$ cat config.mk
export PLATFORM = sky130hd
export DESIGN_NAME = srrip_ctrl
export DESIGN_NICKNAME = d
export VERILOG_FILES = /design/src/hdl/srrip_pkg.sv /design/src/hdl/srrip_ctrl.sv
export SDC_FILE = /design/constraint.sdc
export NUM_CORES = 1
export LEC_CHECK = 0
export BUFFER_PORTS_ARGS = -buffer_cell sky130_fd_sc_hd__clkbuf_2
export CORE_AREA = 4 4 41 43
export CTS_CLUSTER_DIAMETER = 100
export DETAILED_ROUTE_END_ITERATION = 10
export DIE_AREA = 0 0 45 47
export GPL_ROUTABILITY_DRIVEN = 1
export PLACE_DENSITY = 0.46
export SLEW_MARGIN = 20
export SYNTH_ARGS = -nofsm -noshare
export SYNTH_HDL_FRONTEND = slang
export SYNTH_SLANG_ARGS = --single-unit
$ cat constraint.sdc
create_clock -name i_clk -period 1.8 [get_ports i_clk]
set_clock_uncertainty 0.2 [all_clocks]
set_input_delay 0.18 -clock i_clk [delete_from_list [all_inputs] [get_ports i_clk]]
set_output_delay 0.18 -clock i_clk [all_outputs]
set_load 0.05 [all_outputs]
$ cat src/hdl/srrip_pkg.sv
// Shared types and constants of the SRRIP replacement unit with bypass marking.
// Used by srrip_ctrl, srrip_dp, srrip_checker and the top level.
`default_nettype none

package srrip_pkg;

    // Default geometry
    localparam int SRRIP_SETS = 2048;
    localparam int SRRIP_WAYS = 16;

    // Field widths
    localparam int SET_IDX_W = 11;
    localparam int WAY_W     = 4;
    localparam int KIND_W    = 3;
    localparam int RRPV_W    = 3;

    // Stream payload widths
    localparam int IN_TDATA_W  = 24;
    localparam int IN_TUSER_W  = 4;
    localparam int OUT_TDATA_W = 8;
    localparam int OUT_TUSER_W = 1;

    // Re-reference values
    localparam logic [RRPV_W-1:0] RRPV_HIT    = 3'd0;
    localparam logic [RRPV_W-1:0] RRPV_FILL   = 3'd2;
    localparam logic [RRPV_W-1:0] RRPV_MAX    = 3'd3;
    localparam logic [RRPV_W-1:0] RRPV_BYPASS = 3'd4;

    // Request commands
    localparam logic CMD_FIND   = 1'b0;
    localparam logic CMD_UPDATE = 1'b1;

    // Access kinds
    localparam logic [KIND_W-1:0] KIND_LOAD      = 3'd0;
    localparam logic [KIND_W-1:0] KIND_RFO       = 3'd1;
    localparam logic [KIND_W-1:0] KIND_PREFETCH  = 3'd2;
    localparam logic [KIND_W-1:0] KIND_WRITEBACK = 3'd3;

    // Controller to datapath
    typedef struct packed {
        logic in_load;   // capture accepted request
        logic quot_en;   // register set quotient
        logic rd_issue;  // read set row
        logic row_wr;    // write modified row, load result
        logic clr_wr;    // write reset row during clearing pass
    } t_cmd;

    // Datapath to controller
    typedef struct packed {
        logic clr_last;  // clearing pass at last row
        logic out_free;  // result register can take a new result
    } t_stat;

endpackage

`default_nettype wire

$ cat src/hdl/srrip_ctrl.sv
// Sequencer of the SRRIP unit: clearing pass, then per request quotient,
// row read and row write. Uses srrip_pkg; drives srrip_dp by t_cmd.
`default_nettype none

module srrip_ctrl (
    input  wire logic            i_clk,
    input  wire logic            i_rst_n,
    input  wire logic            i_in_valid,
    output logic                 o_in_ready,
    input  wire srrip_pkg::t_stat i_stat,
    output srrip_pkg::t_cmd      o_cmd
);
    import srrip_pkg::*;

    typedef enum logic [2:0] {
        ST_CLEAR,
        ST_IDLE,
        ST_QUOT,
        ST_READ,
        ST_WRITE
    } t_state;

    t_state r_state;
    t_state n_state;

    always_comb begin
        n_state = r_state;
        unique case (r_state)
            ST_CLEAR: if (i_stat.clr_last) n_state = ST_IDLE;
            ST_IDLE:  if (i_in_valid) n_state = ST_QUOT;
            ST_QUOT:  n_state = ST_READ;
            ST_READ:  n_state = ST_WRITE;
            ST_WRITE: if (i_stat.out_free) n_state = ST_IDLE;
            default:  n_state = ST_CLEAR;
        endcase
    end

    always_ff @(posedge i_clk) begin
        if (!i_rst_n) begin
            r_state <= ST_CLEAR;
        end else begin
            r_state <= n_state;
        end
    end

    assign o_in_ready      = (r_state == ST_IDLE);
    assign o_cmd.in_load   = (r_state == ST_IDLE) && i_in_valid;
    assign o_cmd.quot_en   = (r_state == ST_QUOT);
    assign o_cmd.rd_issue  = (r_state == ST_READ);
    // hold the row until the result register frees up
    assign o_cmd.row_wr    = (r_state == ST_WRITE) && i_stat.out_free;
    assign o_cmd.clr_wr    = (r_state == ST_CLEAR);

endmodule

`default_nettype wire

==> results_dict.tcl, run 1 <==
set metrics [dict create \
    status "finished, final reports clean" \
    ys_warn_count 0 \
    slew_headroom 0.710 \
    maxCapViolations 0 \
    rsz0062_at_grt "no" \
    startpoint "r_state[0]$_SDFFE_PN0P_" \
    antenna_cells 0 \
    cellLeakagePower_nw 0.155 \
    synth_area_leaders "dfxtp_1 26%, nor3b_1 9.8%, mux2i_1 8.7%, and4bb_1 5.4%, buf_6 4.9%" \
    syn_nets 32 \
    grt-ovfl-total 0 \
    wl_per_cell_um 9.65 \
    synthSimpleGateAreaFrac 0.408 \
    pwr-share-comb 0.366 \
    p_sw_mw 0.141 \
    crit_required_ns 1.42 \
    hold_class "in -> reg" \
    p_total_mw 0.344 \
    placed_cells 49 \
    tightestPinTransition_ns 0.434 \
    antenna_found_initial 0 \
    yosysUniqueCellTypes 21 \
    synth_top_area_share 0.261 \
    power.internal_mw 0.203 \
    synthMuxAreaShare 0.0870 \
    grt_max_degree 14 \
    synth_top_area_cell "dfxtp_1" \
    crit_fanout 13 \
    final_max_slew_viol_count 0 \
    fp.coreArea_um2 1300 \
    fin_nets 45 \
    hold_depth 3 \
    clockRootBuffer "clkbuf_4" \
    fp-row-count 13 \
    start_util 0.177 \
    synth_area_per_cell_um2 8.53 \
    die_w_um 45 \
    crit_type "reg -> out" \
    fmax_ghz 0.591 \
    setup_ws_ns 0.107 \
    htree_levels 1 \
    finalSetupViolCount 0 \
    insertion_delay_ns 0.23 \
    fin_util 0.249 \
    fin_cells 54 \
    power_density_nw_per_um2 1060 \
    wirelength_um 521 \
    clock-sinks 3 \
    synth_area_um2 230 \
    die_h_um 47 \
    synth_cells 27 \
    layout-drive-gt1-share 0.410 \
    vias 227 \
    ctsLongestPathBuffers 2 \
    drc 0 \
    grt_pass1_wl_um 897 \
    clkTransAtPathRegs_ns 0.04 \
    min_to "r_state[0]$_SDFFE_PN0P_" \
    ant_nets 0 \
    synth_fa_ha_area_frac 0 \
    vdd_ir_drop_max_uv 321 \
    synth-seq-area-share 0.261 \
    hold_slack_ns 0.0875 \
    power_frac_clock 0.343 \
    end_kind "output port" \
    final.min_clock_period_ns 1.69 \
    ys_ff_latch 3 \
    area_delta_synth_final_pct 40.8 \
    r2r_cells 3 \
    cp.arrival_ns 1.31 \
    port_buffers 10 \
    r2r-start "r_state[0]$_SDFFE_PN0P_" \
    track_usage 0.0632 \
    synth_top_family_by_area "simple AND/OR/NAND/NOR gates" \
    synth_compound_area_frac 0.125 \
    ff2ff_setup_slack_ns 0.40 \
    top_regs "r_state (3)" \
    switching_share 0.411 \
    period_share 0.941 \
    hp-start "i_stat[1]" \
    synth_xor_area_frac 0 \
    fp.dieArea_um2 2120 \
    regMostFlops "r_state" \
    avgViaCountPerCell 4.20 \
    largest_register_ffs 3 \
    hpwl_um 393 \
    place_ws_ns 0.328 \
    drt-initial-drc-count 0 \
    drtPass1Iterations 1 \
    cts_inserted_buffers 3 \
    r2r_end "r_state[0]$_SDFFE_PN0P_" \
    seqPwrFrac 0.291 \
    gp_congestion 0.734 \
    stdcell_area_um2 324 \
    cp-start-kind "flip-flop" \
    tns_ns 0 \
    pin_count 11 \
    first_global_vias 210 \
    cts_tree "built" \
    hold_violations 0 \
    postPlaceCellArea_um2 285 \
]
Yosys cell counts:
cell	count
dfxtp_1	3
and3_1	1
nand2_1	1
o311a_1	1
o21ai_0	1
a31oi_1	1
and2_1	1
nor3b_1	3
nor2_1	2
nor2b_1	1
nor4_1	1
buf_2	1
and3b_1	1
nor3_1	1
nor4b_1	1
buf_6	1
and4bb_1	1
mux2i_1	2
buf_4	1
inv_1	1
a21boi_1	1
kinds of logic (layout without fill, tap and decap cells):
family,after synthesis,in the layout
compound gates,4,4
buf+inv,4,16
flops,3,3
mux,2,2
simple gates,14,14
routing by layer:
layer / routed length, um / vias up / global-route usage
li1: - / 122 / -
met1: 241 / 99 / 0.0659
met4: 0 / 0 / 0.0702
met2: 232 / 6 / 0.0876
met5: 0 / - / 0
met3: 47 / 0 / 0.0307
power groups by stage:
stage               sequential [mW]  clock [mW]  combinational [mW]
floorplan                    0.0795           0               0.126
global placement              0.100           0               0.126
detailed placement            0.100           0               0.125
CTS                          0.0994       0.126               0.126
global route                  0.104       0.133               0.137
finish                        0.100       0.118               0.126
area by class of cell:
type / count / area (um^2)
sequential: 3 / 60.1
multi-input combinational: 20 / 155
timing repair buffer: 11 / 60.1
tap: 15 / 18.8
clock buffer: 4 / 26.3
inverter: 1 / 3.75
fill: 150 / 977
worst max-delay path: stages, from the launching register on:
cell	delay [ns]
dfxtp_1	0.58
and3_1	0.23
clkbuf_2	0.27
worst max-delay path by stage:
stage | to | slack [ns] | cells past startpoint
final | o_cmd[4] | 0.11 | 2
after global placement | o_cmd[4] | 0.33 | 3
after global routing | o_cmd[4] | 0.007 | 2
after floorplan | o_cmd[3] | 0.27 | 2
after CTS | o_cmd[4] | 0.07 | 3
after detailed placement | o_cmd[4] | 0.33 | 3
cell usage in the layout (no fill, tap or decap):
cell / count
and3b_1: 1
nor3_2: 1
nor3b_2: 1
nor4_1: 1
a31oi_1: 1
o311a_1: 1
nor2_2: 1
clkbuf_4: 3
nor3b_1: 2
inv_1: 1
clkbuf_2: 10
nor2_1: 1
nand2_1: 1
and2_1: 1
nor4b_1: 1
and3_1: 1
clkbuf_1: 1
and4bb_1: 1
o21ai_0: 1
dlygate4sd3_1: 1
nor2b_1: 1
a21boi_1: 1
dfxtp_1: 3
mux2i_1: 2
timing repair:
| action | CTS | global route |
|---|---|---|
| buffers inserted | 0 | 0 |
| setup endpoints to repair | 0 | 1 |
| hold buffers | 1 | 0 |
| hold endpoints to repair | 1 | 0 |
| resized for setup | 0 | 1 |
(Power assumes the default switching activity.)
==> run 2: changes to the inputs <==
--- a/config.mk
+++ b/config.mk
@@ -6,12 +6,14 @@
 export NUM_CORES = 1
 export LEC_CHECK = 0
 export BUFFER_PORTS_ARGS = -buffer_cell sky130_fd_sc_hd__clkbuf_2
+export CELL_PAD_IN_SITES_DETAIL_PLACEMENT = 0
+export CELL_PAD_IN_SITES_GLOBAL_PLACEMENT = 1
 export CORE_AREA = 4 4 41 43
 export CTS_CLUSTER_DIAMETER = 100
 export DETAILED_ROUTE_END_ITERATION = 10
 export DIE_AREA = 0 0 45 47
 export GPL_ROUTABILITY_DRIVEN = 1
-export PLACE_DENSITY = 0.46
+export PLACE_DENSITY = 0.57
 export SLEW_MARGIN = 20
 export SYNTH_ARGS = -nofsm -noshare
 export SYNTH_HDL_FRONTEND = slang
==> results_dict.tcl, run 2 (synthesized netlist as in run 1, its figures left out) <==
set metrics [dict create \
    avgViaCountPerCell 4.30 \
    antenna_found_initial 0 \
    post_cts_resized 0 \
    hpwl_um 403 \
    grt-busiest-layer "met2" \
    cp-start-kind "flip-flop" \
    vdd_ir_drop_max_uv 318 \
    maxCapViolations 0 \
    layout-drive-gt1-share 0.385 \
    first_global_vias 221 \
    power_frac_clock 0.341 \
    area_delta_synth_final_pct 39.7 \
    grt_pass1_wl_um 869 \
    cp.arrival_ns 1.30 \
    tns_ns 0 \
    power.internal_mw 0.202 \
    wl_per_cell_um 9.61 \
    cts_tree "built" \
    end_kind "output port" \
    p_total_mw 0.339 \
    htree_levels 1 \
    postPlaceCellArea_um2 285 \
    gp_congestion 0.704 \
    fillCellCount 159 \
    fp-row-count 13 \
    largest_register_ffs 3 \
    slew_headroom 0.713 \
    vias 232 \
    wirelength_um 519 \
    fin_nets 45 \
    fp.dieArea_um2 2120 \
    crit_required_ns 1.42 \
    final.min_clock_period_ns 1.68 \
    port_buffers 10 \
    ant_nets 0 \
    hold_class "in -> reg" \
    placed_cells 49 \
    hold_slack_ns 0.0966 \
    fin_util 0.247 \
    top_regs "r_state (3)" \
    die_h_um 47 \
    fin_cells 54 \
    cts_inserted_buffers 3 \
    rsz0062_at_grt "no" \
    pin_count 11 \
    die_w_um 45 \
    seqPwrFrac 0.291 \
    multi_input_area_um2 153 \
    hold_violations 0 \
    status "finished, final reports clean" \
    antenna_cells 0 \
    setup_ws_ns 0.117 \
    met2_usage 0.0847 \
    finalSetupViolCount 0 \
    stdcell_area_um2 322 \
    drc 0 \
    final_max_slew_viol_count 0 \
    crit_type "reg -> out" \
    clkTransAtPathRegs_ns 0.03 \
    clock-sinks 3 \
    crit_fanout 10 \
    drtPass1Iterations 2 \
    insertion_delay_ns 0.23 \
    switching_share 0.405 \
    ctsLongestPathBuffers 2 \
    cellLeakagePower_nw 0.154 \
    p_sw_mw 0.137 \
    tightestPinTransition_ns 0.429 \
    fmax_ghz 0.594 \
    drt-initial-drc-count 1 \
    seqCellArea_um2 60.1 \
    period_share 0.935 \
    start_util 0.177 \
    track_usage 0.0584 \
    power_density_nw_per_um2 1050 \
    clockRootBuffer "clkbuf_4" \
    most-common-layout-cells "10 x clkbuf_2, 3 x clkbuf_4, 3 x dfxtp_1" \
    pwr-share-comb 0.368 \
    fp.coreArea_um2 1300 \
    grtUsageMet3 0.0345 \
    regMostFlops "r_state" \
    use_met1 0.0590 \
    place_ws_ns 0.349 \
    grt-ovfl-total 0 \
    layout_commonest_cell "clkbuf_2" \
    grt_max_degree 14 \
]
run 2: power groups by stage:
stage / Combinational (mW) / Clock, mW / Sequential, mW
4_1_cts: 0.127 / 0.122 / 0.0985
3_5_place_dp: 0.125 / 0 / 0.0999
2_1_floorplan: 0.126 / 0 / 0.0795
3_3_place_gp: 0.126 / 0 / 0.101
5_1_grt: 0.134 / 0.130 / 0.101
6_report: 0.125 / 0.116 / 0.0987
run 2: timing repair:
item,4_1_cts,5_1_grt
endpoints found under the hold margin,1,0
hold buffers,1,0
setup buffers,0,0
run 2: layout make-up:
type,count,share of cell area
inverter,1,0.0117
timing repair buffer,11,0.187
clock buffer,4,0.0817
sequential,3,0.187
tap,15,0.0584
multi-input combinational,20,0.475
run 2: metal layers:
metal	vias to the layer above	wire, um
met5	-	0
met4	0	0
met3	0	46
met2	6	220
met1	104	252
li1	122	-
run 2: critical path, stage by stage, from the launching register on:
cell and delay [ns]:
dfxtp_1 0.39, nor2_1 0.24, and3_1 0.18, clkbuf_2 0.27
run 2: worst paths after layout:
check	from	cells past startpoint	slack, ns	to
max	r_state[2]$_SDFFE_PN0P_	3	0.12	o_cmd[4]
min	i_stat[1]	3	0.1	r_state[0]$_SDFFE_PN0P_
min reg2reg	r_state[2]$_SDFFE_PN0P_	1	0.43	r_state[1]$_SDFFE_PN0P_
max reg2reg	r_state[0]$_SDFFE_PN0P_	3	0.41	r_state[0]$_SDFFE_PN0P_
